<file path="src/design/bdpc_pkg.sv">
// Package for the button debounce and press classifier.
// Holds the item, result, state and configuration types and the shared codes.
// No dependencies.
`default_nettype none

package bdpc_pkg;

  // Item operation codes.
  localparam logic [1:0] OP_SAMPLE      = 2'd0;
  localparam logic [1:0] OP_QUERY_CLICK = 2'd1;
  localparam logic [1:0] OP_QUERY_HELD  = 2'd2;
  localparam logic [1:0] OP_QUERY_LONG  = 2'd3;

  // Event and press class codes.
  localparam logic [1:0] EV_NONE  = 2'd0;
  localparam logic [1:0] EV_CLICK = 2'd1;
  localparam logic [1:0] EV_HELD  = 2'd2;
  localparam logic [1:0] EV_LONG  = 2'd3;

  // Configuration register indexes.
  localparam logic [2:0] REG_INVERT_LEVEL  = 3'd0;
  localparam logic [2:0] REG_DEBOUNCE_US   = 3'd1;
  localparam logic [2:0] REG_CLICK_US      = 3'd2;
  localparam logic [2:0] REG_HOLD_US       = 3'd3;
  localparam logic [2:0] REG_LONG_PRESS_US = 3'd4;

  localparam int unsigned ADDR_W = 5;

  // Configuration reset values.
  localparam logic [31:0] DEBOUNCE_US_RST   = 32'd10000;
  localparam logic [31:0] CLICK_US_RST      = 32'd50000;
  localparam logic [31:0] HOLD_US_RST       = 32'd1000000;
  localparam logic [31:0] LONG_PRESS_US_RST = 32'd3000000;

  typedef struct packed {
    logic [1:0]  op;
    logic        raw_level;
    logic [31:0] now_us;
  } item_t;

  typedef struct packed {
    logic       pressed;
    logic [1:0] pending_event;
    logic       query_hit;
  } result_t;

  typedef struct packed {
    logic        previous_level;
    logic        stable_level;
    logic [31:0] change_time;
    logic [1:0]  running_class;
    logic [1:0]  latched_event;
  } state_t;

  typedef struct packed {
    logic        invert_level;
    logic [31:0] debounce_us;
    logic [31:0] click_us;
    logic [31:0] hold_us;
    logic [31:0] long_press_us;
  } cfg_t;

endpackage

`default_nettype wire

</file>
<file path="src/design/bdpc_step.sv">
// Next-state and result logic for one item of the button classifier.
// Depends on bdpc_pkg.
`default_nettype none

module bdpc_step (
  input  bdpc_pkg::state_t  state,
  input  bdpc_pkg::cfg_t    cfg,
  input  bdpc_pkg::item_t   item,
  output bdpc_pkg::state_t  state_next,
  output bdpc_pkg::result_t result_next
);

  logic        level;
  logic        level_changed;
  logic [31:0] change_time_new;
  logic [31:0] elapsed;
  logic        stable_new;

  assign level           = item.raw_level ^ cfg.invert_level;
  assign level_changed   = level != state.previous_level;
  assign change_time_new = level_changed ? item.now_us : state.change_time;
  assign elapsed         = item.now_us - change_time_new;

  always_comb begin
    state_next  = state;
    stable_new  = state.stable_level;
    result_next = '0;
    if (item.op == bdpc_pkg::OP_SAMPLE) begin
      state_next.change_time    = change_time_new;
      state_next.previous_level = level;
      if ((elapsed > cfg.debounce_us) && (level != state.stable_level)) begin
        stable_new               = level;
        state_next.latched_event = state.running_class;
      end
      state_next.stable_level = stable_new;
      // The class is set only while pressed; below the click threshold it keeps its old value.
      if (stable_new) begin
        if (elapsed > cfg.long_press_us) begin
          state_next.running_class = bdpc_pkg::EV_LONG;
        end else if (elapsed > cfg.hold_us) begin
          state_next.running_class = bdpc_pkg::EV_HELD;
        end else if (elapsed > cfg.click_us) begin
          state_next.running_class = bdpc_pkg::EV_CLICK;
        end
      end else begin
        state_next.running_class = bdpc_pkg::EV_NONE;
      end
    end else if (state.latched_event == item.op) begin
      result_next.query_hit    = 1'b1;
      state_next.latched_event = bdpc_pkg::EV_NONE;
    end
    result_next.pressed       = state_next.stable_level;
    result_next.pending_event = state_next.latched_event;
  end

endmodule

`default_nettype wire

</file>
<file path="src/design/button_debounce_press_classifier.sv">
// Results are registered; input takes one item per cycle while the skid register is empty.
// The state update for each item is a single registered pass (one subtract, four threshold compares).
// A two-entry result buffer (output register plus skid register) keeps input accepting
// while one result waits. Reset (rst, synchronous, active high) clears the debounce state
// and both result slots and loads the configuration registers with their default values.
// Top level of the button debounce and press classifier; depends on bdpc_pkg, bdpc_step.
`default_nettype none

module button_debounce_press_classifier (
  input  logic                              clk,
  input  logic                              rst,
  // Configuration port.
  input  logic                              psel,
  input  logic                              penable,
  input  logic                              pwrite,
  input  logic [bdpc_pkg::ADDR_W-1:0]       paddr,
  input  logic [31:0]                       pwdata,
  output logic [31:0]                       prdata,
  output logic                              pready,
  // Item channel.
  input  logic                              item_valid,
  output logic                              item_ready,
  input  bdpc_pkg::item_t                   item,
  // Result channel.
  output logic                              result_valid,
  input  logic                              result_ready,
  output bdpc_pkg::result_t                 result
);

  // Configuration registers. Each register sits at byte address 4 * index.
  bdpc_pkg::cfg_t cfg;
  logic [2:0]     reg_index;
  logic           cfg_write;

  assign pready    = 1'b1;
  assign reg_index = paddr[bdpc_pkg::ADDR_W-1:2];
  assign cfg_write = psel && penable && pwrite;

  always_ff @(posedge clk) begin
    if (rst) begin
      cfg.invert_level  <= 1'b0;
      cfg.debounce_us   <= bdpc_pkg::DEBOUNCE_US_RST;
      cfg.click_us      <= bdpc_pkg::CLICK_US_RST;
      cfg.hold_us       <= bdpc_pkg::HOLD_US_RST;
      cfg.long_press_us <= bdpc_pkg::LONG_PRESS_US_RST;
    end else if (cfg_write) begin
      case (reg_index)
        bdpc_pkg::REG_INVERT_LEVEL:  cfg.invert_level  <= pwdata[0];
        bdpc_pkg::REG_DEBOUNCE_US:   cfg.debounce_us   <= pwdata;
        bdpc_pkg::REG_CLICK_US:      cfg.click_us      <= pwdata;
        bdpc_pkg::REG_HOLD_US:       cfg.hold_us       <= pwdata;
        bdpc_pkg::REG_LONG_PRESS_US: cfg.long_press_us <= pwdata;
        default: ;
      endcase
    end
  end

  // Reads of unmapped addresses return zero.
  always_comb begin
    case (reg_index)
      bdpc_pkg::REG_INVERT_LEVEL:  prdata = {31'd0, cfg.invert_level};
      bdpc_pkg::REG_DEBOUNCE_US:   prdata = cfg.debounce_us;
      bdpc_pkg::REG_CLICK_US:      prdata = cfg.click_us;
      bdpc_pkg::REG_HOLD_US:       prdata = cfg.hold_us;
      bdpc_pkg::REG_LONG_PRESS_US: prdata = cfg.long_press_us;
      default:                     prdata = '0;
    endcase
  end

  // Debounce and classification state. It is updated at every item transfer, so the
  // next item always sees the state left by the one before it.
  bdpc_pkg::state_t  state;
  bdpc_pkg::state_t  state_next;
  bdpc_pkg::result_t result_next;

  bdpc_step u_step (
    .state       (state),
    .cfg         (cfg),
    .item        (item),
    .state_next  (state_next),
    .result_next (result_next)
  );

  logic item_xfer;
  logic result_xfer;

  assign item_xfer   = item_valid && item_ready;
  assign result_xfer = result_valid && result_ready;

  always_ff @(posedge clk) begin
    if (rst) begin
      state <= '0;
    end else if (item_xfer) begin
      state <= state_next;
    end
  end

  // Result buffer. The skid register catches a new result when the output register is
  // full and not being drained; input stalls only while the skid register is occupied.
  bdpc_pkg::result_t skid;
  logic              skid_valid;

  assign item_ready = !skid_valid;

  always_ff @(posedge clk) begin
    if (rst) begin
      result_valid <= 1'b0;
      skid_valid   <= 1'b0;
    end else if (item_xfer) begin
      if (!result_valid || result_xfer) begin
        result_valid <= 1'b1;
      end else begin
        skid_valid <= 1'b1;
      end
    end else if (result_xfer) begin
      if (skid_valid) begin
        skid_valid <= 1'b0;
      end else begin
        result_valid <= 1'b0;
      end
    end
  end

  always_ff @(posedge clk) begin
    if (item_xfer) begin
      if (!result_valid || result_xfer) begin
        result <= result_next;
      end else begin
        skid <= result_next;
      end
    end else if (result_xfer && skid_valid) begin
      result <= skid;
    end
  end

  // The skid register is only ever filled behind a full output register.
  a_skid_behind_output : assert property (@(posedge clk) disable iff (rst)
    skid_valid |-> result_valid)
    else $error("skid register holds a result while the output register is empty");

  // A query that hits always clears the pending event it reports on.
  a_hit_clears_event : assert property (@(posedge clk) disable iff (rst)
    (result_valid && result.query_hit) |-> (result.pending_event == bdpc_pkg::EV_NONE))
    else $error("query hit left an event pending");

  // A query never moves the debounced state.
  a_query_keeps_state : assert property (@(posedge clk) disable iff (rst)
    (item_xfer && (item.op != bdpc_pkg::OP_SAMPLE)) |=>
      (state.stable_level == $past(state.stable_level)))
    else $error("query changed the debounced state");

  // A press class builds up only while the button reads as pressed.
  a_class_only_pressed : assert property (@(posedge clk) disable iff (rst)
    (state.running_class != bdpc_pkg::EV_NONE) |-> state.stable_level)
    else $error("press class set while released");

endmodule

`default_nettype wire

</file>
<file path="config.mk">
export PLATFORM = sky130hd
export DESIGN_NAME = button_debounce_press_classifier
export DESIGN_NICKNAME = d
export VERILOG_FILES = /design/src/design/bdpc_pkg.sv /design/src/design/bdpc_step.sv /design/src/design/button_debounce_press_classifier.sv
export SDC_FILE = /design/constraint.sdc
export NUM_CORES = 1
export LEC_CHECK = 0
export BUFFER_PORTS_ARGS = -buffer_cell sky130_fd_sc_hd__buf_2
export CAP_MARGIN = 40
export CORE_UTILIZATION = 50
export CTS_BUF_LIST = sky130_fd_sc_hd__clkbuf_4 sky130_fd_sc_hd__clkbuf_8
export DETAILED_ROUTE_END_ITERATION = 6
export HOLD_SLACK_MARGIN = 0.12
export PLACE_DENSITY = 0.67
export SYNTH_ARGS = -nofsm -noshare
export SYNTH_HDL_FRONTEND = slang
export SYNTH_HIERARCHICAL = 1
export SYNTH_SLANG_ARGS = --single-unit
</file>
<file path="constraint.sdc">
create_clock -name clk -period 9 [get_ports clk]
set_input_delay 1.35 -clock clk [delete_from_list [all_inputs] [get_ports clk]]
set_output_delay 1.35 -clock clk [all_outputs]
set_load 0.02 [all_outputs]
</file>
**After elaboration in Yosys (flattened, before gate mapping)**

Index checks and enable logic that the tools add are counted.

- Register bits after elaboration: 177
- Bits in latches: 0
- Bits in writable memories: 0
- Bits in read-only memories: 0
- Input bits: 79
- Output and inout bits: 39
- Logic and storage cells: 84
- Memories kept: 0

- Add/sub/neg operators: 1
- Multipliers: 0
- Div/mod/pow operators: 0
- Order comparisons: 4
- Eq/ne operators: 11
- Shift operators: 0
- Mux-type cells: 24
- Bitwise gates (word level): 2
- Reductions and logical operators: 24

Operators with widths:

| cell | number |
|---|---|
| one-hot mux 32 bit (5 select lines) | 1 |
| greater-than comparator 32 bit | 4 |
| two-way mux 35 bit | 1 |
| two-way mux 32 bit | 1 |
| subtractor 32 bit | 1 |
| AND reduction 2 bit | 9 |
| two-way mux 2 bit | 7 |
| two-way mux 4 bit | 3 |
| two-way mux 1 bit | 11 |
| equality test 3 x 2 -> 1 bit (second input constant) | 2 |
| logical AND 1 bit | 6 |
| AND reduction 3 bit | 2 |
| != test 2 bit (second input constant) | 2 |
| != test 4 x 1 -> 1 bit (second input constant) | 1 |
| nonzero test 2 bit | 2 |
| equality test 3 x 1 -> 1 bit (second input constant) | 1 |
| equality test 3 bit (second input constant) | 1 |
| logical NOT 3 bit | 1 |
| equality test 2 bit | 1 |
| logical NOT 1 bit | 2 |
| logical NOT 2 bit | 1 |
| != test 1 bit | 2 |
| != test 2 x 1 -> 1 bit (second input constant) | 1 |
| logical OR 1 bit | 1 |
| other kinds (2) | 2 |

**Longest topological paths before layout**

Gate-level depths: netlist of the first run.

- Word-level depth: 12
- Mapped depth: 28
- Mapped depth without buffers: 26

**Cells and area by module**

The synthesis of the first run kept the hierarchy.

By module, submodules not included:

| module | instances | cells an instance | area each (um2) | seq. area each (um2) |
|---|---|---|---|---|
| button_debounce_press_classifier | 1 | 890 | 7,832.5 | 3,623.5 |
| bdpc_step | 1 | 837 | 6,084.6 | 0.0 |

**Worst setup path before layout of the first run**

OpenSTA, ideal clock, no wires.

- Path type: input -> register
- From: in item[32] (netlist bit)
- To: reg, netlist name state[0]
- Setup time: 0.070 ns
- Arrival: 6.874 ns
- Data required time: 8.930 ns
- Setup slack: 2.055 ns
- Stages on the path: 27
- Buffers on the path: 3
- Path through: xor3_1 buf_2 buf_1 mux2i_1 ha_1 and3_1 nor2b_1 a221o_1 a211oi_1 o21ai_0 a221oi_2 o21bai_1 a21oi_1 xnor2_1 ha_1 nand4_1 or4_1 or4_1 nor2b_1 a22oi_1 o21ai_1 and2_1 o21ai_0 a32o_1 buf_4 nand2_1 a21oi_1

RTL lines:

| element | RTL line | source |
|---|---|---|
| from (decl) | button_debounce_press_classifier.sv:23 | `input bdpc_pkg::item_t item,` |

==> impl_metrics.py, run 1 <==
metrics = {
    "clock_tree": {
        "insertion_delay_ns": 0.48,
        "cts_resized": 0,
        "numCtsBuffers": 17,
        "clk_pin_slew_worst_paths_ns": 0.10,
        "hold_buffers": 0,
        "clkSinkCount": 177,
        "root_buffer": "clkbuf_8",
        "max-clock-path-buffers": 2,
        "cts_tree": "built",
        "cts_max_level": 4,
        "cts_setup_buffers": 0,
    },
    "worst_hold_path": {
        "hold_path.class": "reg -> reg",
    },
    "pwr": {
        "p_comb_share_pct": 36.5,
        "power_density_nw_per_um2": 144,
        "pwr-share-clk_pct": 26.6,
        "power.ir.vdd_worst_v": 0.0000741,
        "internal_power_mw": 1.37,
        "switching_power_mw": 0.825,
        "p_seq_share_pct": 36.9,
        "swShare_pct": 37.7,
        "p_leak_nw": 6.73,
    },
    "die": {
        "ios": 118,
        "die_w_um": 169,
        "rows": 60,
        "start_util_pct": 51.4,
        "dieArea_um2": 28500,
        "fp.dieH_um": 169,
        "core_um2": 27100,
    },
    "synth": {
        "yosys.area.top_type_share_pct": 24.3,
        "syn_avg_cell_area_um2": 8.06,
        "ys_warn_count": 6,
        "ys.flop_type": "dfxtp_1",
        "synth_commonest_cells": "o21ai_0 (185), dfxtp_1 (169), nand2_1 (163)",
        "yosysMostFrequentCell": "o21ai_0",
        "syn_area_um2": 13900,
        "synth_top_cell_by_area": "dfxtp_1",
        "synth_edf_count": 8,
        "synth_seq_area_share_pct": 26.0,
        "netlist_instances": 1727,
        "synth_cell_types": 73,
        "synth_area_leaders": "dfxtp_1 (24%), ha_1 (14%), mux2i_1 (7.7%)",
        "ys_ff_latch": 177,
        "synthesis.nets": 1960,
        "synthArstFlopShare_pct": 0,
    },
    "setup_path": {
        "crit_fanout": 12,
        "cpMaxStageDelayCell": "xor3_1",
        "critPathKind": "in -> reg",
        "worst_path_most_repeated_cell": "a21oi_1",
        "end_kind": "register",
        "arrival_ns": 7.98,
        "crit_path_start_kind": "input pin",
        "max_stage_delay_ns": 0.69,
        "required_ns": 9.39,
    },
    "cells_and_area": {
        "final_cells": 2172,
        "syn2layout_area_growth_pct": 9.06,
        "n_antenna_cell": 0,
        "final_nets": 2020,
        "final_area_um2": 15200,
        "drive_gt1_share_pct": 14.0,
    },
    "place": {
        "dp.cells": 2140,
        "dp_hpwl_um": 28300,
        "gp_congestion": 0.911,
        "place_area_um2": 14800,
        "port_buffers": 114,
        "post-place-ws_ns": 1.06,
    },
    "sta": {
        "hold_violations": 0,
        "fin_crit_sh_pct": 84.3,
        "setup_slack_ns": 1.41,
        "worstMarginPinSlew_ns": 0.890,
        "final.setup_skew_ns": 0.0155,
        "slew_viol_final": 0,
        "layout_min_cycle_time_ns": 7.59,
        "finalSetupTns_ns": 0,
        "rsz0062_at_grt": "no",
        "setup_viol": 0,
        "slew_headroom_pct": 40.2,
        "fmaxAchievable_mhz": 132,
    },
    "routing": {
        "drc": 0,
        "wirelength_um": 39400,
        "first_pass_iters": 4,
        "via_count": 12338,
        "drt_iter0_drc": 963,
        "ant_nets": 0,
        "wire_per_inst_um": 18.1,
        "viasPerCell": 5.68,
    },
    "flow_run": {
        "drv_cap": 0,
    },
    "global_route": {
        "grt_first_pass_wirelength_um": 63200,
        "grt_pass1_vias": 12105,
        "antenna_found_initial": 0,
        "grt_max_degree": 116,
        "grt_usage_pct": 28.0,
        "grt_overflow": 0,
    },
    "outcome": {
        "status": "completed",
    },
}
==> metrics by stage <==
stage               util (%)  power (mW)  hold WS [ns]
floorplan                  -        1.39         0.445
global placement        54.1        1.59         0.453
detailed placement      54.5        1.61         0.462
CTS                     56.0        2.19         0.476
global route            56.0        2.32         0.498
finish                  56.0        2.19         0.476
==> layer usage <==
metal / global-route usage (%) / share of wire, %
met4: 11.3 / 3.5
met1: 35.5 / 45
met3: 3.67 / 4.5
met5: 0 / 0
met2: 47.9 / 47
==> power groups by stage <==
stage	Combinational, mW	Clock, mW	Sequential (mW)
3_3_place_gp	0.759	0	0.826
6_report	0.800	0.582	0.809
2_1_floorplan	0.560	0	0.827
5_1_grt	0.888	0.624	0.811
3_5_place_dp	0.781	0	0.827
4_1_cts	0.789	0.595	0.809
==> flip-flops by register name, indices dropped and copies added, names as in the netlist <==
signal,count
cfg,129
result_valid,1
skid,4
result,4
skid_valid,1
state,38
==> layout by cell type (no fill, tap or decap), drive strengths merged, types with 4 or more instances in the layout <==
master  instances
nor2           77
ha            154
o211ai         10
a211oi         11
nand4          27
nor3           11
dfxtp         169
mux2           60
nand3          18
nand3b          4
a21oi         101
o21bai          7
mux2i         107
a31oi          11
xnor2          21
o21a           11
a21o           43
and3           10
edfxtp          8
inv           155
and2            4
nor4            7
buf           136
o21ai         189
xor2           15
nand2         163
nand2b         91
nor2b          72
or2             5
clkbuf         19
and4            4
a22oi          32
==> cell families (layout without fill, tap and decap cells) <==
| family | count (synthesis) | in the layout | synth area share (%) |
|---|---|---|---|
| muxes | 167 | 167 | 12.6 |
| adders and majority gates | 156 | 156 | 14.0 |
| buffers and inverters | 242 | 315 | 7.02 |
| DFF | 177 | 177 | 26.0 |
| and+or+nand+nor | 503 | 503 | 18.5 |
| other | 1 | 1 | 0.0269 |
| AOI/OAI and AO/OA | 443 | 443 | 19.3 |
| xor gates and xnor gates | 38 | 38 | 2.61 |
==> worst paths after layout <==
kind	start	endpoint	slack, ns	cells past startpoint
hold / removal	state[10]	state[10]	0.48	2
hold reg to reg	state[10]	state[10]	0.48	2
setup / recovery	item[32]	state[0]	1.41	26
setup reg to reg	cfg[128]	state[0]	1.91	25
==> critical path, delay by kind of cell <==
kind | cells | cell delay, ns
muxes | 1 | 0.24
adders and majority gates | 2 | 0.65
and+or+nand+nor | 7 | 1.63
xor gates and xnor gates | 2 | 0.87
AOI/OAI and AO/OA | 12 | 2.79
buffers and inverters | 2 | 0.43
==> layout make-up <==
| cell class | count | area (um2) |
|---|---|---|
| inverter | 146 | 548 |
| sequential | 177 | 3620 |
| fill | 2543 | 11900 |
| clock buffer | 19 | 255 |
| tap | 372 | 465 |
| clock inverter | 13 | 143 |
| timing repair buffer | 137 | 816 |
| multi-input combinational | 1308 | 9330 |
Power figures use the tool's default switching activity.
==> run 2: changes to the inputs <==
--- a/config.mk
+++ b/config.mk
@@ -11,7 +11,7 @@
 export CTS_BUF_LIST = sky130_fd_sc_hd__clkbuf_4 sky130_fd_sc_hd__clkbuf_8
 export DETAILED_ROUTE_END_ITERATION = 6
 export HOLD_SLACK_MARGIN = 0.12
-export PLACE_DENSITY = 0.67
+export PLACE_DENSITY = 0.69
 export SYNTH_ARGS = -nofsm -noshare
 export SYNTH_HDL_FRONTEND = slang
 export SYNTH_HIERARCHICAL = 1
==> constraint.sdc (replaced) <==
create_clock -name clk -period 6.4 [get_ports clk]
set_input_delay 0.96 -clock clk [delete_from_list [all_inputs] [get_ports clk]]
set_output_delay 0.96 -clock clk [all_outputs]
set_load 0.02 [all_outputs]
==> impl_metrics.py, run 2 (synthesis results as in run 1) <==
metrics = {
    "outcome": {
        "violations": "DRC",
        "status": "finished, violations left",
    },
    "worst_hold_path": {
        "hold_path.class": "reg -> reg",
    },
    "setup_path": {
        "cp_top_family": "compound AO/OA/AOI/OAI gates",
        "arrival_ns": 6.37,
        "crit_fanout": 5,
        "critPathBufInv": 3,
        "crit_path_start_kind": "input pin",
        "max_stage_delay_ns": 0.48,
        "cpMaxStageDelayCell": "or4_1",
        "end_kind": "register",
        "critPathKind": "in -> reg",
        "required_ns": 6.67,
    },
    "routing": {
        "wire_per_inst_um": 17.8,
        "wl_met1_um": 17700,
        "ant_nets": 0,
        "drc": 1,
        "drt_iter0_drc": 931,
        "met2_length_um": 19400,
        "first_pass_iters": 7,
        "via_count": 13002,
        "viasPerCell": 5.70,
        "dr_wl_met3_um": 2050,
        "routed.top_layer": "met5",
        "wirelength_um": 40700,
    },
    "cells_and_area": {
        "drive_gt1_share_pct": 19.4,
        "regMostFlops": "cfg",
        "fillers": 2449,
        "final_common_cell": "o21ai_0",
        "syn2layout_area_growth_pct": 15.5,
        "reg_top3": "cfg (129), state (38)",
        "final_nets": 2129,
        "n_antenna_cell": 0,
        "final_util_pct": 59.3,
        "largest_reg_flops": 129,
        "layout_common_cells": "o21ai_0 (183), dfxtp_1 (167), nand2_1 (163)",
    },
    "die": {
        "ios": 118,
        "core_um2": 27100,
        "fp.dieH_um": 169,
        "rows": 60,
        "start_util_pct": 51.4,
        "die_w_um": 169,
        "dieArea_um2": 28500,
    },
    "sta": {
        "slew_headroom_pct": 41.9,
        "setup_viol": 0,
        "slew_viol_final": 0,
        "worstMarginPinSlew_ns": 0.872,
        "final.setup_skew_ns": 0.0208,
        "fin_crit_sh_pct": 95.4,
        "rsz0062_at_grt": "no",
        "fmaxAchievable_mhz": 164,
        "hold_violations": 0,
        "hold_ws_ns": 0.473,
        "layout_min_cycle_time_ns": 6.11,
    },
    "pwr": {
        "power.ir.vdd_worst_v": 0.000115,
        "p_total_mw": 3.26,
        "power_density_nw_per_um2": 203,
        "p_leak_nw": 7.27,
    },
    "global_route": {
        "grt_usage_pct": 28.6,
        "antenna_found_initial": 1,
        "grt_max_degree": 101,
        "grt_pass1_vias": 12717,
        "grt_first_pass_wirelength_um": 64600,
        "grt_overflow": 0,
    },
    "flow_run": {
        "drv_cap": 0,
    },
    "clock_tree": {
        "root_buffer": "clkbuf_8",
        "clk_pin_slew_worst_paths_ns": 0.11,
        "numCtsBuffers": 17,
        "max-clock-path-buffers": 2,
        "clkSinkCount": 177,
        "cts_setup_buffers": 0,
        "cts_tree": "built",
        "insertion_delay_ns": 0.51,
        "cts_max_level": 4,
    },
    "place": {
        "dp_hpwl_um": 29300,
        "gp_congestion": 0.905,
        "port_buffers": 114,
    },
}
-- run 2: metal layers --
layer | GRT usage [%] | vias to the layer above
li1 | - | 6371
met3 | 4.35 | 98
met1 | 35.3 | 6118
met4 | 13.4 | 2
met2 | 48.8 | 413
met5 | 0 | -
-- run 2: metrics by stage --
stage	setup TNS [ns]	worst slack (ns)	cell area (um2)	std cells
after floorplan	0	0.0175	13900	1727
after global placement	-1.35	-0.228	15500	2243
after detailed placement	-3.37	-0.399	15600	2248
after CTS	0	0.127	16000	2280
after global routing	0	0.00870	16100	2281
final	0	0.294	16100	2281
-- run 2: area by class of cell --
| class | count | area (um2) | share of cell area, % |
|---|---|---|---|
| clock buffers | 17 | 234 | 1.46 |
| clock inverters | 15 | 184 | 1.14 |
| inverters | 146 | 548 | 3.41 |
| multi-input cells | 1309 | 9400 | 58.5 |
| flip-flops and latches | 177 | 3630 | 22.6 |
| well taps | 372 | 465 | 2.90 |
| repair buffers | 245 | 1610 | 10.0 |
-- run 2: final timing paths --
kind,start,end,slack (ns),cells past startpoint
worst max-delay path,item[32],result[1],0.29,26
worst min-delay path,state[11],state[11],0.47,2
worst max register to register,cfg[128],result[1],0.30,25
worst min register to register,state[11],state[11],0.47,2
-- run 2: repair_timing --
item / in CTS / in global routing
gates resized for setup: 0 / 14
endpoints found under the setup margin: 0 / 11
hold buffers: 0 / 0
-- run 2: power by group --
group | internal (mW) | switching [mW] | total [mW]
logic | 0.583 | 0.706 | 1.29
clock network | 0.302 | 0.527 | 0.829
registers | 1.13 | 0.0126 | 1.14
total | 2.01 | 1.25 | 3.26
-- run 2: worst register-to-register path: stages, from the launching register on --
cell and delay (ns):
dfxtp_2 0.41, xor3_2 0.56, mux2i_1 0.20, ha_1 0.26, a21oi_1 0.17, buf_4 0.15
nor2b_1 0.05, a221o_1 0.39, a211oi_2 0.23, o21ai_0 0.13, buf_4 0.17, a221oi_4 0.25
o21bai_1 0.09, a21oi_1 0.19, xnor2_1 0.12, ha_1 0.31, nand4_1 0.15, or4_1 0.46
or4_1 0.48, nor2b_1 0.16, a22oi_1 0.18, o21ai_2 0.13, and2_1 0.19, a32o_1 0.29
nand2_1 0.07, nand2_1 0.05
